===== config.mk =====
export PLATFORM = sky130hd
export DESIGN_NAME = utf8_line_column_tracker
export DESIGN_NICKNAME = d
export VERILOG_FILES = /design/src/hdl/u8lc_pkg.sv /design/src/hdl/u8lc_in_stage.sv /design/src/hdl/u8lc_core.sv /design/src/hdl/u8lc_out_stage.sv /design/src/hdl/utf8_line_column_tracker.sv
export SDC_FILE = /design/constraint.sdc
export NUM_CORES = 1
export LEC_CHECK = 0
export CORE_MARGIN = 4
export CORE_UTILIZATION = 50
export DETAILED_ROUTE_END_ITERATION = 16
export DONT_BUFFER_PORTS = 1
export PLACE_DENSITY = 0.68
export SLEW_MARGIN = 0
export SYNTH_ARGS = -nofsm -noshare
export SYNTH_HDL_FRONTEND = slang
export SYNTH_SLANG_ARGS = --single-unit

===== constraint.sdc =====
create_clock -name aclk -period 6 [get_ports aclk]
set_clock_uncertainty 0.2 [all_clocks]
set_input_delay 0.9 -clock aclk [delete_from_list [all_inputs] [get_ports aclk]]
set_output_delay 0.9 -clock aclk [all_outputs]
set_load 0.05 [all_outputs]

===== src/hdl/u8lc_pkg.sv =====
package u8lc_pkg;

    // break_pending codes
    localparam logic [1:0] PEND_NONE = 2'd0;
    localparam logic [1:0] PEND_LF   = 2'd1;
    localparam logic [1:0] PEND_CR   = 2'd2;

    localparam logic [7:0] CHAR_LF   = 8'h0A;
    localparam logic [7:0] CHAR_CR   = 8'h0D;
    localparam logic [7:0] CONT_MASK = 8'hC0;
    localparam logic [7:0] CONT_CODE = 8'h80;

    localparam int OUT_WIDTH = 32;

    typedef struct packed {
        logic [7:0] byte_value;
        logic       is_end;
    } item_t;

    typedef struct packed {
        logic [OUT_WIDTH-1:0] line_num;
        logic [OUT_WIDTH-1:0] col_num;
        logic [OUT_WIDTH-1:0] char_idx;
        logic [OUT_WIDTH-1:0] byte_pos;
    } result_t;

endpackage


===== src/hdl/u8lc_in_stage.sv =====
module u8lc_in_stage (
    input  logic           aclk,
    input  logic           aresetn,
    input  logic           s_valid,
    output logic           s_ready,
    input  u8lc_pkg::item_t s_item,
    output logic           item_valid,
    input  logic           item_take,
    output u8lc_pkg::item_t item
);

    logic            valid_reg;
    u8lc_pkg::item_t item_reg;

    // refill in the same cycle the held item moves on
    assign s_ready    = !valid_reg || item_take;
    assign item_valid = valid_reg;
    assign item       = item_reg;

    always_ff @(posedge aclk) begin
        if (!aresetn) begin
            valid_reg <= 1'b0;
        end else if (s_ready) begin
            valid_reg <= s_valid;
        end
    end

    always_ff @(posedge aclk) begin
        if (s_ready && s_valid) begin
            item_reg <= s_item;
        end
    end

endmodule


===== src/hdl/u8lc_core.sv =====
module u8lc_core #(
    parameter int COUNT_WIDTH = 32
) (
    input  logic              aclk,
    input  logic              aresetn,
    input  logic              advance,
    input  u8lc_pkg::item_t   item,
    output u8lc_pkg::result_t result
);

    localparam logic [COUNT_WIDTH-1:0] CNT_MAX  = '1;
    localparam logic [COUNT_WIDTH-1:0] CNT_ONE  = COUNT_WIDTH'(1);
    localparam logic [COUNT_WIDTH-1:0] CNT_ZERO = '0;

    logic [COUNT_WIDTH-1:0] line_reg,  line_next;
    logic [COUNT_WIDTH-1:0] cil_reg,   cil_next;
    logic [COUNT_WIDTH-1:0] cs_reg,    cs_next;
    logic [COUNT_WIDTH-1:0] bs_reg,    bs_next;
    logic [1:0]             pend_reg,  pend_next;

    logic [COUNT_WIDTH-1:0] line_brk, cil_base;
    logic [COUNT_WIDTH-1:0] o_line, o_col, o_chr, o_off;
    logic                   brk, lead;

    function automatic logic [COUNT_WIDTH-1:0] sat_inc(input logic [COUNT_WIDTH-1:0] v);
        sat_inc = (v == CNT_MAX) ? v : v + CNT_ONE;
    endfunction

    function automatic logic [u8lc_pkg::OUT_WIDTH-1:0] clip(
        input logic [COUNT_WIDTH-1:0] v
    );
        logic [63:0] e;
        e = 64'(v);
        clip = (e[63:32] != 32'd0) ? '1 : e[31:0];
    endfunction

    always_comb begin
        brk       = (pend_reg != u8lc_pkg::PEND_NONE) &&
                    !((pend_reg == u8lc_pkg::PEND_CR) &&
                      (item.byte_value == u8lc_pkg::CHAR_LF));
        lead      = (item.byte_value & u8lc_pkg::CONT_MASK) != u8lc_pkg::CONT_CODE;
        line_brk  = brk ? sat_inc(line_reg) : line_reg;
        cil_base  = brk ? CNT_ZERO : cil_reg;

        line_next = line_reg;
        cil_next  = cil_reg;
        cs_next   = cs_reg;
        bs_next   = bs_reg;
        pend_next = pend_reg;
        o_off     = bs_reg;

        if (item.is_end) begin
            if (bs_reg == CNT_ZERO) begin
                o_line = CNT_ONE;
                o_col  = CNT_ZERO;
                o_chr  = CNT_ZERO;
            end else if (pend_reg == u8lc_pkg::PEND_NONE) begin
                o_line = line_reg;
                // one past the last character of the line
                o_col  = (cil_reg != CNT_ZERO) ? cil_reg : CNT_ONE;
                o_chr  = (cil_reg != CNT_ZERO) ? cs_reg  : sat_inc(cs_reg);
            end else begin
                o_line = sat_inc(line_reg);
                o_col  = CNT_ZERO;
                o_chr  = CNT_ZERO;
            end
            line_next = CNT_ONE;
            cil_next  = CNT_ZERO;
            cs_next   = CNT_ZERO;
            bs_next   = CNT_ZERO;
            pend_next = u8lc_pkg::PEND_NONE;
        end else begin
            line_next = line_brk;
            cil_next  = lead ? sat_inc(cil_base) : cil_base;
            cs_next   = lead ? sat_inc(cs_reg)   : cs_reg;
            bs_next   = sat_inc(bs_reg);
            if (item.byte_value == u8lc_pkg::CHAR_LF) begin
                pend_next = u8lc_pkg::PEND_LF;
            end else if (item.byte_value == u8lc_pkg::CHAR_CR) begin
                pend_next = u8lc_pkg::PEND_CR;
            end else begin
                pend_next = u8lc_pkg::PEND_NONE;
            end
            o_line = line_brk;
            o_col  = (cil_next != CNT_ZERO) ? cil_next - CNT_ONE : CNT_ZERO;
            o_chr  = (cil_next != CNT_ZERO) ? cs_next  - CNT_ONE : cs_next;
        end
    end

    assign result.line_num = clip(o_line);
    assign result.col_num  = clip(o_col);
    assign result.char_idx = clip(o_chr);
    assign result.byte_pos = clip(o_off);

    always_ff @(posedge aclk) begin
        if (!aresetn) begin
            line_reg <= CNT_ONE;
            cil_reg  <= CNT_ZERO;
            cs_reg   <= CNT_ZERO;
            bs_reg   <= CNT_ZERO;
            pend_reg <= u8lc_pkg::PEND_NONE;
        end else if (advance) begin
            line_reg <= line_next;
            cil_reg  <= cil_next;
            cs_reg   <= cs_next;
            bs_reg   <= bs_next;
            pend_reg <= pend_next;
        end
    end

endmodule


===== src/hdl/u8lc_out_stage.sv =====
module u8lc_out_stage (
    input  logic              aclk,
    input  logic              aresetn,
    input  logic              res_valid,
    output logic              res_ready,
    input  u8lc_pkg::result_t res,
    output logic              m_valid,
    input  logic              m_ready,
    output u8lc_pkg::result_t m_res
);

    logic              valid_reg;
    u8lc_pkg::result_t res_reg;

    assign res_ready = !valid_reg || m_ready;
    assign m_valid   = valid_reg;
    assign m_res     = res_reg;

    always_ff @(posedge aclk) begin
        if (!aresetn) begin
            valid_reg <= 1'b0;
        end else if (res_ready) begin
            valid_reg <= res_valid;
        end
    end

    always_ff @(posedge aclk) begin
        if (res_ready && res_valid) begin
            res_reg <= res;
        end
    end

endmodule


===== src/hdl/utf8_line_column_tracker.sv =====
// The input transfer is registered in the input stage; its position is loaded
// into the result register once that register has room, and then shows on
// m_* until the output transfer takes it.
// Throughput: 1 item per cycle, back to back; a stalled result holds the input.
// Reset (aresetn low, synchronous): both stages empty, line = 1, all other
// counters 0, no break pending. An end item also returns the counters to it.
module utf8_line_column_tracker #(
    parameter int COUNT_WIDTH = 32
) (
    input  logic        aclk,
    input  logic        aresetn,
    // input byte channel
    input  logic        s_valid,
    output logic        s_ready,
    input  logic [7:0]  s_byte_value,
    input  logic        s_is_end,
    // position result channel
    output logic        m_valid,
    input  logic        m_ready,
    output logic [31:0] m_line_num,
    output logic [31:0] m_col_num,
    output logic [31:0] m_char_idx,
    output logic [31:0] m_byte_pos
);

    u8lc_pkg::item_t   s_item;
    u8lc_pkg::item_t   item;
    u8lc_pkg::result_t res;
    u8lc_pkg::result_t m_res;
    logic              item_valid;
    logic              res_ready;
    logic              advance;

    assign s_item.byte_value = s_byte_value;
    assign s_item.is_end     = s_is_end;

    // Stage 1: register the incoming byte.
    u8lc_in_stage u_in (
        .aclk       (aclk),
        .aresetn    (aresetn),
        .s_valid    (s_valid),
        .s_ready    (s_ready),
        .s_item     (s_item),
        .item_valid (item_valid),
        .item_take  (advance),
        .item       (item)
    );

    // The held byte is consumed, and the counters step, only when the
    // result register has room for its answer.
    assign advance = item_valid && res_ready;

    // Counter state and position logic; result is combinational from the
    // registered byte and the current counters.
    u8lc_core #(
        .COUNT_WIDTH (COUNT_WIDTH)
    ) u_core (
        .aclk    (aclk),
        .aresetn (aresetn),
        .advance (advance),
        .item    (item),
        .result  (res)
    );

    // Stage 2: result register, refilled in the cycle it is drained.
    u8lc_out_stage u_out (
        .aclk      (aclk),
        .aresetn   (aresetn),
        .res_valid (item_valid),
        .res_ready (res_ready),
        .res       (res),
        .m_valid   (m_valid),
        .m_ready   (m_ready),
        .m_res     (m_res)
    );

    assign m_line_num = m_res.line_num;
    assign m_col_num  = m_res.col_num;
    assign m_char_idx = m_res.char_idx;
    assign m_byte_pos = m_res.byte_pos;

endmodule


# Word-level counts from Yosys, hierarchy flattened
# Cells that the tools add are included.
dict set report word_totals {
  wordCells 71
  rom_bits 0
  input_bits 13
  ramBits 0
  regBits 269
  mem_count 0
  output_inout_bits 130
  latchBits 0
}
dict set report op_classes {
  shift 0
  addsub 6
  n_eq_ne 9
  magnitude_cmp 0
  mul 0
  reduce_logical 15
  n_bitwise 0
  div 0
  n_mux 28
}
# cell n
set op_table {}
lappend op_table {{2-to-1 mux 32 bit} 25}
lappend op_table {{adder 32 x 1 -> 32 bit (second input constant)} 4}
lappend op_table {{equality test 32 bit (second input constant)} 4}
lappend op_table {{nonzero test 32 bit} 2}
lappend op_table {{subtractor 32 x 1 -> 32 bit (second input constant)} 2}
lappend op_table {{logical NOT 32 bit} 1}
lappend op_table {{equality test 8 x 4 -> 1 bit (second input constant)} 2}
lappend op_table {{2-to-1 mux 2 bit} 3}
lappend op_table {{logical AND 1 bit} 4}
lappend op_table {{!= test 2 bit (second input constant)} 2}
lappend op_table {{logical NOT 1 bit} 3}
lappend op_table {{equality test 2 bit (second input constant)} 1}
lappend op_table {{logical NOT 2 bit} 1}
lappend op_table {{logical OR 1 bit} 2}
lappend op_table {{AND reduction 2 bit} 1}
lappend op_table {{nonzero test 2 bit} 1}

# Logic depth before layout (Yosys ltp)
dict set report depth {
  depth_word 11
  mapped_depth 29
  depth_no_buf 23
}

# Hierarchy
# A second synthesis with hierarchy kept.
dict set report unflattened {
  hier_cells 1865
  area_unflattened_um2 15436.1
}
# module cells_per_inst instances seq_area_each_um2 area_each_um2
set modules_own_cells {}
lappend modules_own_cells {u8lc_core 1717 1 2602.5 11200.7}
lappend modules_own_cells {u8lc_out_stage 133 1 3863.7 3901.2}
lappend modules_own_cells {u8lc_in_stage 14 1 290.3 327.8}
lappend modules_own_cells {utf8_line_column_tracker 1 1 0.0 6.3}

# Worst setup path before layout
# Ideal clock, no wire load.
dict set report synth_timing {
  path_kind {register to register}
  start {register u_in.item_reg, in the netlist u_in.item[1]}
  end {register u_out.res_reg, in the netlist u_out.m_res[56], data pin}
  setup_slack_ns -0.567
  path_buffers 5
  path_stages_with_launch 28
  setup_ns 0.255
  t_arrival_ns 6.112
  required_time_ns 5.545
  synth_period_minus_slack_ns 6.567
  path_cell_list {edfxtp_1 > nor3b_1 > a41o_1 > and2_1 > clkbuf_1 > clkbuf_1 > clkbuf_1 > nand2_1 > inv_1 > ha_1 > nand4_1 > or4_4 > nor3_2 > buf_4 > nand2_1 > nand2_1 > mux2i_1 > ha_1 > a21boi_0 > a22o_1 > nand4_1 > or4_1 > or4b_1 > buf_2 > and4_4 > xor2_1 > a211o_1 > and2_1}
}
# item line
set synth_lines {}
lappend synth_lines {{start, declared} u8lc_in_stage.sv:13} ;# u8lc_pkg::item_t item_reg;
lappend synth_lines {{start signal, assigned} u8lc_in_stage.sv:30} ;# item_reg <= s_item;
lappend synth_lines {{end signal, assigned} u8lc_out_stage.sv:29} ;# res_reg <= res;
lappend synth_lines {{end, declared} u8lc_out_stage.sv:13} ;# u8lc_pkg::result_t res_reg;

==> results.py <==
metrics = {
    "cells_and_area": {
        "largest_register_ffs": 128,
        "area_growth_pct": 8.72,
        "design_area_um2": 16500,
        "layout-drive-gt1-share_pct": 6.80,
        "final_cell_count_no_fill": 2139,
        "fin_nets": 1746,
        "diodes": 0,
        "utilization_pct": 55.4,
    },
    "critical_path": {
        "cp_common_cell": "nand4_1",
        "critical_path.top_delay_family": "simple AND/OR/NAND/NOR gates",
        "critPathSlowestCell": "or4_4",
        "critical_path_class": "reg -> reg",
        "worst-path-buf-inv": 2,
        "reg2reg_depth": 22,
        "path_cells": "nor3b_2, a41o_1, and3_1, ha_4, nand4_1, or4_4, nor3_4, nand2_2, nand2_4, mux2i_4, ha_2, a21boi_1, a22o_1, nand4_1, or4_4, or4b_4, buf_4, buf_4, nand4_1, o2111a_1, mux2i_1, nand2_1",
        "critPathCaptureType": "flip-flop",
        "rr_endpoint": "u_out.m_res[58]$_DFFE_PP_",
        "crit_path_max_fanout": 6,
        "cp.arrival_ps": 5950,
        "reg2reg_from": "u_in.item[3]$_DFFE_PP_",
        "start_kind": "flip-flop",
        "cpPeakStageDelay_ps": 620,
        "worst_ep_required_time_ps": 6120,
        "reg2reg_setup_slack_ps": 170,
    },
    "pwr": {
        "clockPowerShare_pct": 43.1,
        "ir_worst_vdd_uv": 227,
        "power.net_switching_uw": 1110,
        "p_seq_share_pct": 51.0,
        "p_leak_uw": 0.00540,
        "p_per_area_nw_per_um2": 257,
        "power_frac_comb_pct": 5.9,
        "switching_share_pct": 26.2,
        "p_int_uw": 3140,
    },
    "placed_design": {
        "place.gp.congestion": 0.979,
        "dp_hpwl_um": 28300,
        "placedCellCount": 2080,
        "placed_cell_area_um2": 15500,
        "io_buffers": 0,
        "pre_cts_slack_ps": -17.3,
    },
    "timing": {
        "slew_headroom_pct": 25.4,
        "worstMarginPinSlew_ps": 1110,
        "finalCriticalPeriod_ps": 5830,
        "drv_slew": 0,
        "worst_slack_ps": 170,
        "finalSetupViolCount": 0,
        "holdWs_ps": 203,
        "finalCritPeriodShare_pct": 97.2,
        "fmaxAchievable_mhz": 172,
        "hold_viol_final": 0,
    },
    "detailed_routing": {
        "drtIter0Drc": 1400,
        "first_pass_iters": 7,
        "top_layer": "met4",
        "wl_per_cell_um": 20.1,
        "drc": 0,
        "via_count": 13500,
        "detail-route-antenna-nets": 0,
        "wl_met2_um": 19800,
        "via_per_inst": 6.30,
        "drt_wl_total_um": 42900,
        "wl_met3_um": 3370,
        "m1WireLength_um": 18400,
    },
    "run": {
        "maxCapViolCount": 0,
    },
    "synthesis": {
        "synth_area_um2": 15200,
        "ys_seq_area_share_pct": 44.5,
        "synth_cells": 1788,
        "synth_top_area_share_pct": 27.1,
        "ys_warn_count": 0,
        "synth_common_cells": "nor2_1 (225), nand2_1 (194), edfxtp_1 (137)",
        "synth_most_common_cell": "nor2_1",
        "synthTopCellsByArea": "edfxtp_1 (27%), dfxtp_1 (17%), nor2_1 (5.6%)",
        "syn_avg_cell_area_um2": 8.49,
        "synthDistinctLibCells": 79,
        "yosysTopAreaCell": "edfxtp_1",
        "synthArstFlopShare_pct": 0,
        "ys.flop_type": "edfxtp_1",
        "synth_edf_count": 137,
        "synth.net_count": 1808,
        "ys_ff_latch": 269,
    },
    "grt": {
        "antenna_found_initial": 0,
        "grt_max_degree": 82,
        "overflow": 0,
        "grt_pass1_vias": 12800,
        "grt_pass1_wl_um": 68400,
        "track_usage_pct": 24.8,
    },
    "outcome": {
        "status": "finished, final reports clean",
    },
    "cts": {
        "cts_tree": "done",
        "cts_hold_buf": 0,
        "clk_latency_ps": 570,
        "clk_path_buf_depth": 3,
        "cts.sinks": 269,
        "cts.htree.levels": 1,
        "cts_root_buf": "clkbuf_16",
        "clk_pin_slew_worst_paths_ps": 60,
        "cts_buffers": 29,
    },
    "die": {
        "core_um2": 29800,
        "std_cell_rows": 63,
        "die-height_um": 182,
        "die-area_um2": 33200,
        "start_util_pct": 51.0,
        "dieWidth_um": 182,
        "io_pins": 143,
    },
    "min_path": {
        "hold_path_end": "u_core.line_reg[0]$_SDFFE_PN1P_",
        "hold_depth": 1,
        "min_from": "aresetn",
        "min_path_type": "in -> reg",
    },
}
[power groups by stage]
stage	logic, µW	registers, µW	clock network [µW]
CTS	245	2170	1860
global placement	238	2210	0
floorplan	177	2190	0
finish	252	2170	1830
global route	277	2170	1950
detailed placement	243	2210	0
[layer usage]
layer / GRT usage [%] / up-vias
met2: 40.4 / 596
met1: 33.6 / 6440
met4: 8.08 / 0
met3: 4.60 / 106
li1: - / 6340
met5: 0 / -
[cell type report]
class	count	area, µm²
Sequential cell	269	6760
Fill cell	2694	13300
Timing Repair Buffer	43	323
Clock buffer	42	847
Inverter	16	65.1
Clock inverter	12	130
Multi-Input combinational cell	1367	7900
Tap cell	390	488
[cells in the final DEF (no fill, tap or decap), drive strengths merged, types with 21 or more instances in the layout]
cell,count
nor2,225
nand2,194
edfxtp,137
o21ai,133
dfxtp,132
a21oi,126
nand3,77
xnor2,72
xor2,72
nand4,54
nor3,48
buf,43
clkbuf,42
and3,40
nor4,30
o22ai,29
and2,23
or3,22
a211oi,21
[how the worst max path moves through the flow]
stage | from | endpoint | cells after the start
after global routing | u_in.item[3]$_DFFE_PP_ | u_out.m_res[58]$_DFFE_PP_ | 24
after floorplan | u_in.item[1]$_DFFE_PP_ | u_out.m_res[56]$_DFFE_PP_ | 27
after global placement | u_in.item[1]$_DFFE_PP_ | u_out.m_res[56]$_DFFE_PP_ | 22
final | u_in.item[3]$_DFFE_PP_ | u_out.m_res[58]$_DFFE_PP_ | 22
after detailed placement | u_in.item[1]$_DFFE_PP_ | u_out.m_res[56]$_DFFE_PP_ | 22
after CTS | u_in.item[1]$_DFFE_PP_ | u_out.m_res[56]$_DFFE_PP_ | 22
[per-stage QoR]
| step | total power (µW) | setup TNS [ps] |
|---|---|---|
| detailed placement | 2450 | -17.3 |
| finish | 4250 | 0 |
| CTS | 4270 | 0 |
| global placement | 2440 | 0 |
| global route | 4400 | -8.30 |
| floorplan | 2370 | 0 |
[worst reg2reg max path: stages, from the launching register on]
cell      delay (ps)
edfxtp_1         410
nor3b_2          240
a41o_1           230
and3_1           290
ha_4             170
nand4_1          130
or4_4            620
nor3_4           160
nand2_2          110
nand2_4          120
mux2i_4          270
ha_2             210
a21boi_1         160
a22o_1           180
nand4_1          100
or4_4            550
or4b_4           600
buf_4            190
buf_4            130
nand4_1           90
o2111a_1         210
mux2i_1          170
nand2_1           60
[cell families (layout without fill, tap and decap cells)]
logic type | Yosys count | in the layout | share of synthesized area (%)
adders and majority gates | 7 | 7 | 0.577
xor gates and xnor gates | 144 | 144 | 8.31
muxes | 12 | 12 | 0.799
and+or+nand+nor | 785 | 785 | 25.3
buffers and inverters | 152 | 113 | 4.01
AOI/OAI and AO/OA | 419 | 419 | 16.5
DFF | 269 | 269 | 44.5
[repair_timing]
action                                  4_1_cts  5_1_grt
pin swaps                                     0        5
endpoints found under the setup margin        1       28
setup buffers                                 0        5
resized for setup                             1       10
No activity file was read; power rests on OpenSTA's default activity.
